[src/hdl/mslb_pkg.sv]
// shared types and constants for the multi-slot led blinker
`default_nettype none

package mslb_pkg;

    localparam int MASK_W  = 32;
    localparam int COUNT_W = 7;
    localparam int CD_W    = COUNT_W + 1;

    localparam logic ACTION_REQUEST = 1'b0;
    localparam logic ACTION_TICK    = 1'b1;

    typedef struct packed {
        logic              overlap;
        logic              free_found;
        logic [MASK_W-1:0] high;
        logic [MASK_W-1:0] low;
    } slot_status_t;

endpackage

`default_nettype wire

[src/hdl/mslb_slots.sv]
// blink slot table: overlap check, free slot pick and per-tick toggling
`default_nettype none

module mslb_slots
    import mslb_pkg::*;
#(
    parameter int SLOT_COUNT = 5
)
(
    input  wire logic               clk,
    input  wire logic               rst_n,
    input  wire logic               req_en,
    input  wire logic               tick_en,
    input  wire logic [MASK_W-1:0]  mask,
    input  wire logic [COUNT_W-1:0] count,
    output slot_status_t            status
);

    logic [MASK_W-1:0] slot_pins_reg      [SLOT_COUNT];
    logic [MASK_W-1:0] slot_pins_next     [SLOT_COUNT];
    logic [CD_W-1:0]   slot_countdown_reg [SLOT_COUNT];
    logic [CD_W-1:0]   slot_countdown_next[SLOT_COUNT];
    logic              slot_lit_reg       [SLOT_COUNT];
    logic              slot_lit_next      [SLOT_COUNT];
    logic [SLOT_COUNT-1:0] pick;

    always_comb
    begin
        logic found;
        found          = 1'b0;
        status.overlap = 1'b0;
        status.high    = '0;
        status.low     = '0;
        pick           = '0;
        for (int i = 0; i < SLOT_COUNT; i++)
        begin
            if ((slot_pins_reg[i] & mask) != '0)
                status.overlap = 1'b1;
            // lowest free slot wins
            if (slot_pins_reg[i] == '0 && !found)
            begin
                pick[i] = 1'b1;
                found   = 1'b1;
            end
        end
        status.free_found = found;

        for (int i = 0; i < SLOT_COUNT; i++)
        begin
            slot_pins_next[i]      = slot_pins_reg[i];
            slot_countdown_next[i] = slot_countdown_reg[i];
            slot_lit_next[i]       = slot_lit_reg[i];
            if (tick_en && slot_countdown_reg[i] != '0)
            begin
                if (slot_lit_reg[i])
                    status.low = status.low | slot_pins_reg[i];
                else
                    status.high = status.high | slot_pins_reg[i];
                slot_lit_next[i]       = ~slot_lit_reg[i];
                slot_countdown_next[i] = slot_countdown_reg[i] - CD_W'(1);
                if (slot_countdown_reg[i] == CD_W'(1))
                    slot_pins_next[i] = '0;
            end
            if (req_en && !status.overlap && pick[i])
            begin
                slot_pins_next[i]      = mask;
                slot_countdown_next[i] = {count, 1'b0};
                slot_lit_next[i]       = 1'b0;
            end
        end
    end

    always_ff @(posedge clk or negedge rst_n)
    begin
        if (!rst_n)
        begin
            for (int i = 0; i < SLOT_COUNT; i++)
            begin
                slot_pins_reg[i]      <= '0;
                slot_countdown_reg[i] <= '0;
                slot_lit_reg[i]       <= 1'b0;
            end
        end
        else
        begin
            for (int i = 0; i < SLOT_COUNT; i++)
            begin
                slot_pins_reg[i]      <= slot_pins_next[i];
                slot_countdown_reg[i] <= slot_countdown_next[i];
                slot_lit_reg[i]       <= slot_lit_next[i];
            end
        end
    end

endmodule

`default_nettype wire

[src/hdl/multi_slot_led_blinker_core.sv]
// top level of the multi-slot led blinker
//
// One word (blink request or interval tick) is taken per cycle: busy stays
// low. A word is registered at the edge where start is high and worked
// through the slot table in the following cycle. Its result is loaded at the
// next edge and shows on the result ports with done high for exactly one
// cycle. It passes through the input registers and then the result
// registers. The receiver cannot stall, so results must be captured when
// done is high.
// Back to back words see the slot state left by the word before them.
// led_pin_mask must be written through cfg_valid/cfg_data while no word is
// in flight (not enforced by the block); cfg_ready is always high.
`default_nettype none

module multi_slot_led_blinker_core
    import mslb_pkg::*;
#(
    parameter int SLOT_COUNT = 5
)
(
    input  wire logic               clk,
    input  wire logic               rst_n,
    input  wire logic               start,
    output logic                    busy,
    input  wire logic               action,
    input  wire logic [MASK_W-1:0]  pin_mask,
    input  wire logic [COUNT_W-1:0] blink_count,
    input  wire logic               cfg_valid,
    output logic                    cfg_ready,
    input  wire logic [MASK_W-1:0]  cfg_data,
    output logic                    done,
    output logic                    write_valid,
    output logic [MASK_W-1:0]       drive_high_mask,
    output logic [MASK_W-1:0]       drive_low_mask,
    output logic                    accepted,
    output logic                    timer_running
);

    logic               item_valid_reg;
    logic               action_reg;
    logic [MASK_W-1:0]  mask_reg;
    logic [COUNT_W-1:0] count_reg;
    logic [MASK_W-1:0]  led_pin_mask_reg;
    logic               timer_reg;
    logic               timer_next;

    logic               done_reg;
    logic               write_valid_reg;
    logic               write_valid_next;
    logic [MASK_W-1:0]  high_reg;
    logic [MASK_W-1:0]  high_next;
    logic [MASK_W-1:0]  low_reg;
    logic [MASK_W-1:0]  low_next;
    logic               accepted_reg;
    logic               accepted_next;

    logic               req_en;
    logic               tick_en;
    logic               gathered;
    slot_status_t       status;

    assign busy      = 1'b0;
    assign cfg_ready = 1'b1;

    // zero mask or zero count requests are dropped here
    assign req_en  = item_valid_reg && action_reg == ACTION_REQUEST
                     && mask_reg != '0 && count_reg != '0;
    assign tick_en = item_valid_reg && action_reg == ACTION_TICK && timer_reg;

    mslb_slots #(
        .SLOT_COUNT (SLOT_COUNT)
    ) u_slots (
        .clk     (clk),
        .rst_n   (rst_n),
        .req_en  (req_en),
        .tick_en (tick_en),
        .mask    (mask_reg),
        .count   (count_reg),
        .status  (status)
    );

    assign gathered = status.high != '0 || status.low != '0;

    always_comb
    begin
        timer_next       = timer_reg;
        write_valid_next = tick_en;
        high_next        = '0;
        low_next         = '0;
        accepted_next    = req_en && !status.overlap && status.free_found;
        // a full table still starts the timer
        if (req_en && !status.overlap)
            timer_next = 1'b1;
        if (tick_en)
        begin
            if (gathered)
            begin
                high_next = status.high;
                low_next  = status.low;
            end
            else
            begin
                high_next  = led_pin_mask_reg;
                timer_next = 1'b0;
            end
        end
    end

    always_ff @(posedge clk or negedge rst_n)
    begin
        if (!rst_n)
        begin
            item_valid_reg   <= 1'b0;
            timer_reg        <= 1'b0;
            led_pin_mask_reg <= '0;
            done_reg         <= 1'b0;
            write_valid_reg  <= 1'b0;
            accepted_reg     <= 1'b0;
        end
        else
        begin
            item_valid_reg  <= start && !busy;
            timer_reg       <= timer_next;
            done_reg        <= item_valid_reg;
            write_valid_reg <= write_valid_next;
            accepted_reg    <= accepted_next;
            if (cfg_valid && cfg_ready)
                led_pin_mask_reg <= cfg_data;
        end
    end

    always_ff @(posedge clk)
    begin
        if (start && !busy)
        begin
            action_reg <= action;
            mask_reg   <= pin_mask;
            count_reg  <= blink_count;
        end
        high_reg <= high_next;
        low_reg  <= low_next;
    end

    assign done            = done_reg;
    assign write_valid     = write_valid_reg;
    assign drive_high_mask = high_reg;
    assign drive_low_mask  = low_reg;
    assign accepted        = accepted_reg;
    assign timer_running   = timer_reg;

endmodule

`default_nettype wire
[config.mk]
export PLATFORM = sky130hd
export DESIGN_NAME = multi_slot_led_blinker_core
export DESIGN_NICKNAME = d
export VERILOG_FILES = /design/src/hdl/mslb_pkg.sv /design/src/hdl/mslb_slots.sv /design/src/hdl/multi_slot_led_blinker_core.sv
export SDC_FILE = /design/constraint.sdc
export NUM_CORES = 1
export LEC_CHECK = 0
export ABC_AREA = 1
export BUFFER_PORTS_ARGS = -buffer_cell sky130_fd_sc_hd__buf_2
export CAP_MARGIN = 20
export CORE_MARGIN = 4
export CORE_UTILIZATION = 40
export CTS_CLUSTER_DIAMETER = 100
export CTS_CLUSTER_SIZE = 20
export DETAILED_ROUTE_END_ITERATION = 12
export PLACE_DENSITY = 0.68
export REMOVE_ABC_BUFFERS = 1
export SLEW_MARGIN = 20
export SYNTH_ARGS = -nofsm -noshare
export SYNTH_HDL_FRONTEND = slang
export SYNTH_SLANG_ARGS = --single-unit
[constraint.sdc]
create_clock -name clk -period 5.85 [get_ports clk]
set_input_delay 1.17 -clock clk [delete_from_list [all_inputs] [get_ports clk]]
set_output_delay 1.17 -clock clk [all_outputs]
set_load 0.02 [all_outputs]
==> metrics.cfg, run 1 <==
[outcome]
run_status=completed

[worst_setup_path]
max_stage_delay_ns=0.72
r2r_cells=16
cp_top_family=simple AND/OR/NAND/NOR gates
crit_slowest_cell=nand2_1
crit_buf_inv=1
criticalPathCategory=flop to flop
reg2reg_slack_ns=1.23
crit_arrival_ns=5.12
cpMostUsedCell=nand2_1
worstPathMaxFanout=42
cp.required_ns=6.35
start_kind=flop
timing.rr.end=drive_high_mask[1]$_SDFF_PN0_
r2r-start=u_slots.slot_countdown_reg[32]$_DFFE_PN0P_
crit_chain=inv_1 -> ha_1 -> nand2_1 -> nor2_2 -> nand2_2 -> nand2_1 -> o21ai_1 -> nor2_1 -> nand2_1 -> nor2_1 -> nand2_1 -> nor2_2 -> nand2_2 -> nor2_8 -> nand3_1 -> nand2_1
end_kind=flop

[layout]
largest_reg_flops=160
drive_gt1_share_pct=13.6
post-route-util_pct=43.9
fill_cells=4727
final_cell_area_um2=20500
diodes=0
nets=2494
syn2layout_area_growth_pct=8.13

[clock_tree]
cts_max_level=1
clk_pin_slew_ns=0.08
clock_sinks=346
post_cts.repair.setup_buffers=0
clock_latency_ns=0.58
cts_tree=done
cts_root_buf=clkbuf_16
hold_buffers=0
cts_buffers=21
cts.path.max_buffers=3
cts_resized=0

[sta]
whs_ns=0.408
max-slew-margin-rel_pct=22.2
skew_ns=0.0314
finalSetupViolCount=0
finalCritPeriodShare_pct=79.0
fmax_mhz=216
worst_pin_slew_ns=1.17
rsz0062_at_grt=false
min_period_ns=4.62
finalHoldViolCount=0
setup_tns_ns=0
maxSlewViolCount=0

[synthesis]
synth_most_common_cell=nand2_1
synth_area_um2=18900
yosysWarnings=0
synth_top_area_share_pct=32.0
syn_area_per_cell_um2=8.00
synth_area_leaders=dfrtp_1 (32%), nand2_1 (8.6%), nand4_1 (7.5%)
synth_largest_area_cell=dfrtp_1
synth_edf_count=40
ys_seq_area_share_pct=45.1
synth_common_cells=nand2_1 (434), nand3_1 (268), dfrtp_1 (242)
async_flop_share_pct=69.9
syn_inst=2365
synth_seq_cells=346
yosysUniqueCellTypes=43
synth_flop_cell=dfrtp_1

[global_routing]
grt_util_all_layers_pct=28.7
grt_pass1_wl_mm=112
grt_max_degree=110
first_global_vias=17500
antenna_found_initial=0
globalRouteOverflowTotal=0

[route]
ant_nets=0
drc=0
dr.first_iter.drc_count=2817
post_drt_wl_per_cell_um=24.9
drt_pre_antenna_iters=7
viasPerCell=6.13
vias=18600
wirelength_mm=75.3

[power_and_ir_drop]
combPwrFrac_pct=40.9
p_clk_share_pct=18.1
swShare_pct=48.4
p_switching_uw=4320
p_leak_uw=0.00995
p_int_uw=4610
ir_worst_vdd_v=0.000304
seq_power_share_pct=41.0
powerDensity_nw_per_um2=436

[placed_design]
placed_area_um2=19800
port_buffers=143
dp_hpwl_mm=51.8
gpl.final_weighted_congestion=1.04

[die]
die-area_um2=50900
fp.coreArea_um2=46700
boundaryPins=146
start_util_pct=40.6
rows=79
die_w_um=226
dieHeight_um=226

[min_path]
hp-start=item_valid_reg$_DFF_PN0_
whs_path_depth=0
hold_class=flop to flop
hold_path_end=done$_DFF_PN0_

[flow_run]
cap_violations=0

## worst max-delay path by stage
stage | end | cells past startpoint | start
floorplan | u_slots.slot_pins_reg[130]$_DFFE_PN0P_ | 6 | timer_running$_DFF_PN0_
global placement | drive_high_mask[1]$_SDFF_PN0_ | 16 | u_slots.slot_countdown_reg[32]$_DFFE_PN0P_
detailed placement | drive_high_mask[1]$_SDFF_PN0_ | 16 | u_slots.slot_countdown_reg[32]$_DFFE_PN0P_
CTS | drive_high_mask[1]$_SDFF_PN0_ | 16 | u_slots.slot_countdown_reg[32]$_DFFE_PN0P_
global route | drive_high_mask[0]$_SDFF_PN0_ | 16 | u_slots.slot_countdown_reg[32]$_DFFE_PN0P_
finish | drive_high_mask[1]$_SDFF_PN0_ | 16 | u_slots.slot_countdown_reg[32]$_DFFE_PN0P_
## routing by layer
| metal | GRT usage, % | up-vias | wire length [um] |
|---|---|---|---|
| met4 | 10.4 | 0 | 3480 |
| met1 | 40.0 | 8914 | 30300 |
| met3 | 5.74 | 229 | 8430 |
| met5 | 0 | - | 0 |
| met2 | 44.7 | 1225 | 33100 |
| li1 | - | 8186 | - |
## logic make-up (layout without fill, tap and decap cells)
kind of cell               after synthesis  after routing  share of synthesized area (%)
AOI/OAI and AO/OA                      224            224                           6.86
xor gates and xnor gates                25             25                           1.16
adders and majority gates               11             11                          0.727
buffers and inverters                  415            471                           9.86
DFF                                    346            346                           45.1
muxes                                   32             32                           1.90
other                                    2              2                         0.0397
and+or+nand+nor                       1310           1310                           34.3
## metrics by stage
| stage | total power (uW) | cells | worst slack, ns |
|---|---|---|---|
| 2_1_floorplan | 5640 | 2205 | -4.25 |
| 5_1_grt | 9280 | 3028 | 0.890 |
| 4_1_cts | 8800 | 3028 | 1.37 |
| 6_report | 8930 | 3028 | 1.23 |
| 3_5_place_dp | 7200 | 2991 | 1.38 |
| 3_3_place_gp | 7150 | 2991 | 1.39 |
## cell type report
type,instances,area [um^2],share of cell area [%]
clock inverter,1,8.76,0.0428
clock buffer,36,624,3.05
sequential,346,8540,41.7
inverter,255,957,4.68
multi-input combinational,1604,8550,41.8
timing repair buffer,179,1020,4.99
tap,607,759,3.71
## cells in the final DEF (no fill, tap or decap), drive strengths merged, types with 63 or more instances in the layout
cell,n
o22ai,114
dfxtp,64
nand3b,63
dfrtp,242
nand2,442
nand4,227
o21ai,91
inv,252
nor2,216
nand3,300
buf,179
## power groups by stage
stage	clock (uW)	sequential, uW	combinational, uW
CTS	1630	3610	3550
global placement	0	3650	3490
finish	1620	3660	3650
floorplan	0	3510	2130
detailed placement	0	3660	3540
global route	1720	3690	3870
Note: power is estimated with default switching activity, not from simulation.
==> inputs of run 2 (changes only) <==
==> constraint.sdc (replaced) <==
create_clock -name clk -period 4.4 [get_ports clk]
set_input_delay 0.88 -clock clk [delete_from_list [all_inputs] [get_ports clk]]
set_output_delay 0.88 -clock clk [all_outputs]
set_load 0.02 [all_outputs]
==> metrics.cfg, run 2 (synthesis gave the netlist of run 1 again) <==
[global_routing]
globalRouteOverflowTotal=0  ; unchanged
grt_max_degree=103  ; was 110
first_global_vias=17700  ; was 17.5k
grt_util_all_layers_pct=28.3  ; was 28.7%
grt_pass1_wl_mm=111  ; was 112 mm
antenna_found_initial=0  ; unchanged

[die]
rows=79  ; unchanged
fp.coreArea_um2=46700  ; unchanged
boundaryPins=146  ; unchanged
die-area_um2=50900  ; unchanged
start_util_pct=40.6  ; unchanged
die_w_um=226  ; unchanged
dieHeight_um=226  ; unchanged

[route]
viasPerCell=6.18  ; was 6.13
post_drt_wl_per_cell_um=24.5  ; was 24.9 um
vias=18800  ; was 18.6k
ant_nets=0  ; unchanged
drt_pre_antenna_iters=7  ; unchanged
wirelength_mm=74.4  ; was 75.3 mm
drc=0  ; unchanged
dr.first_iter.drc_count=2715  ; was 2817

[sta]
fmax_mhz=243  ; was 216 MHz
finalHoldViolCount=0  ; unchanged
min_period_ns=4.12  ; was 4.62 ns
finalCritPeriodShare_pct=93.7  ; was 79.0%
rsz0062_at_grt=false  ; unchanged
worst_pin_slew_ns=1.01  ; was 1.17 ns
finalSetupViolCount=0  ; unchanged
skew_ns=0.0378  ; was 0.0314 ns
whs_ns=0.335  ; was 0.408 ns
max-slew-margin-rel_pct=32.6  ; was 22.2%
maxSlewViolCount=0  ; unchanged

[worst_setup_path]
cp_top_family=simple AND/OR/NAND/NOR gates  ; unchanged
crit_buf_inv=3  ; was 1
crit_slowest_cell=nand2_2  ; was nand2_1
worstPathMaxFanout=34  ; was 42
criticalPathCategory=flop to flop  ; unchanged
cpMostUsedCell=nand2_1  ; unchanged
max_stage_delay_ns=0.59  ; was 0.72 ns
end_kind=flop  ; unchanged
crit_arrival_ns=4.53  ; was 5.12 ns
cp.required_ns=4.81  ; was 6.35 ns
start_kind=flop  ; unchanged
crit_chain=inv_1 -> ha_1 -> nand2_1 -> nor2_2 -> nand2_2 -> buf_4 -> nand4_1 -> nand2_1 -> nor2_1 -> nand2_1 -> nor2_1 -> nand2_1 -> nor2_1 -> nand2_2 -> nor2_8 -> buf_12 -> a21oi_1  ; was inv_1 -> ha_1 -> nand2_1 -> nor2_2 -> nand2_2 -> nand2_1 -> o21ai_1 -> nor2_1 -> nand2_1 -> nor2_1 -> nand2_1 -> nor2_2 -> nand2_2 -> nor2_8 -> nand3_1 -> nand2_1

[power_and_ir_drop]
powerDensity_nw_per_um2=576  ; was 436 nW/um^2
p_leak_uw=0.00999  ; was 0.00995 uW
ir_worst_vdd_v=0.000581  ; was 0.000304 V
power.total_uw=11800  ; was 8930 uW

[clock_tree]
hold_buffers=0  ; unchanged
cts_tree=done  ; unchanged
cts_buffers=21  ; unchanged
clock_latency_ns=0.57  ; was 0.58 ns
cts_root_buf=clkbuf_16  ; unchanged
cts.path.max_buffers=3  ; unchanged
cts_max_level=1  ; unchanged
clk_pin_slew_ns=0.09  ; was 0.08 ns
cts_resized=0  ; unchanged
clock_sinks=346  ; unchanged
post_cts.repair.setup_buffers=0  ; unchanged

[layout]
fill_cells=4742  ; was 4727
largest_reg_flops=160  ; unchanged
nets=2505  ; was 2494
layout_common_cells=nand2_1 (432), nand3_1 (267), dfrtp_1 (240), inv_1 (232), nand4_1 (227)  ; was nand2_1 (431), nand3_1 (267), dfrtp_1 (239), inv_1 (232), nand4_1 (227)
multi_input_area_um2=8530  ; was 8550 um^2
mostFrequentLayoutCell=nand2_1  ; unchanged
instances_no_fill=3039  ; was 3028
seqCellArea_um2=8540  ; about the same
syn2layout_area_growth_pct=8.65  ; was 8.13%
post-route-util_pct=44.1  ; was 43.9%
drive_gt1_share_pct=13.9  ; was 13.6%
diodes=0  ; unchanged

[placed_design]
port_buffers=143  ; unchanged
placed_cells=3002  ; was 2991
gpl.final_weighted_congestion=1.02  ; was 1.04
dp_hpwl_mm=50.8  ; was 51.8 mm

[flow_run]
cap_violations=0  ; unchanged

[outcome]
run_status=completed  ; unchanged

[min_path]
hold_class=input port to async pin  ; was flop to flop

[run 2: cell type report]
class	instances	share of cell area, %
Tap cell	607	3.69
Clock inverter	1	0.0548
Multi-Input combinational cell	1604	41.5
Inverter	255	4.66
Clock buffer	36	2.93
Timing Repair Buffer	190	5.61
Sequential cell	346	41.5
[run 2: worst paths after layout]
| kind | start | end | slack [ns] | depth (start not counted) |
|---|---|---|---|---|
| min reg2reg | item_valid_reg$_DFF_PN0_ | done$_DFF_PN0_ | 0.42 | 0 |
| max reg2reg | u_slots.slot_countdown_reg[32]$_DFFE_PN0P_ | timer_running$_DFF_PN0_ | 0.28 | 17 |
| min | rst_n | led_pin_mask_reg[10]$_DFFE_PN0P_ | 0.33 | 1 |
| max | u_slots.slot_countdown_reg[32]$_DFFE_PN0P_ | timer_running$_DFF_PN0_ | 0.28 | 17 |
| max in group asynchronous | rst_n | u_slots.slot_pins_reg[131]$_DFFE_PN0P_ | 2.98 | 2 |
| min in group clk | item_valid_reg$_DFF_PN0_ | done$_DFF_PN0_ | 0.42 | 0 |
[run 2: power by group]
group,switching [uW],total (uW),internal (uW)
combinational,3570,4960,1390
sequential,931,4800,3870
clock,1140,2080,946
[run 2: per-layer routing]
metal / share of wire [%] / wire, um / vias up / global-route usage [%]
met5: 0 / 0 / - / 0
met4: 5.3 / 3940 / 0 / 11.6
met3: 12 / 8880 / 286 / 6.11
met2: 44 / 32600 / 1323 / 43.7
met1: 39 / 29000 / 8963 / 38.9
li1: - / - / 8201 / -
[run 2: per-stage QoR]
stage	setup TNS (ns)	worst slack [ns]	cell area (um^2)
after floorplan	-1359.82	-5.70	18000
after global placement	0	0.476	19900
after detailed placement	0	0.388	19900
after CTS	0	0.392	20600
after global routing	0	0.0282	20600
final	0	0.277	20600
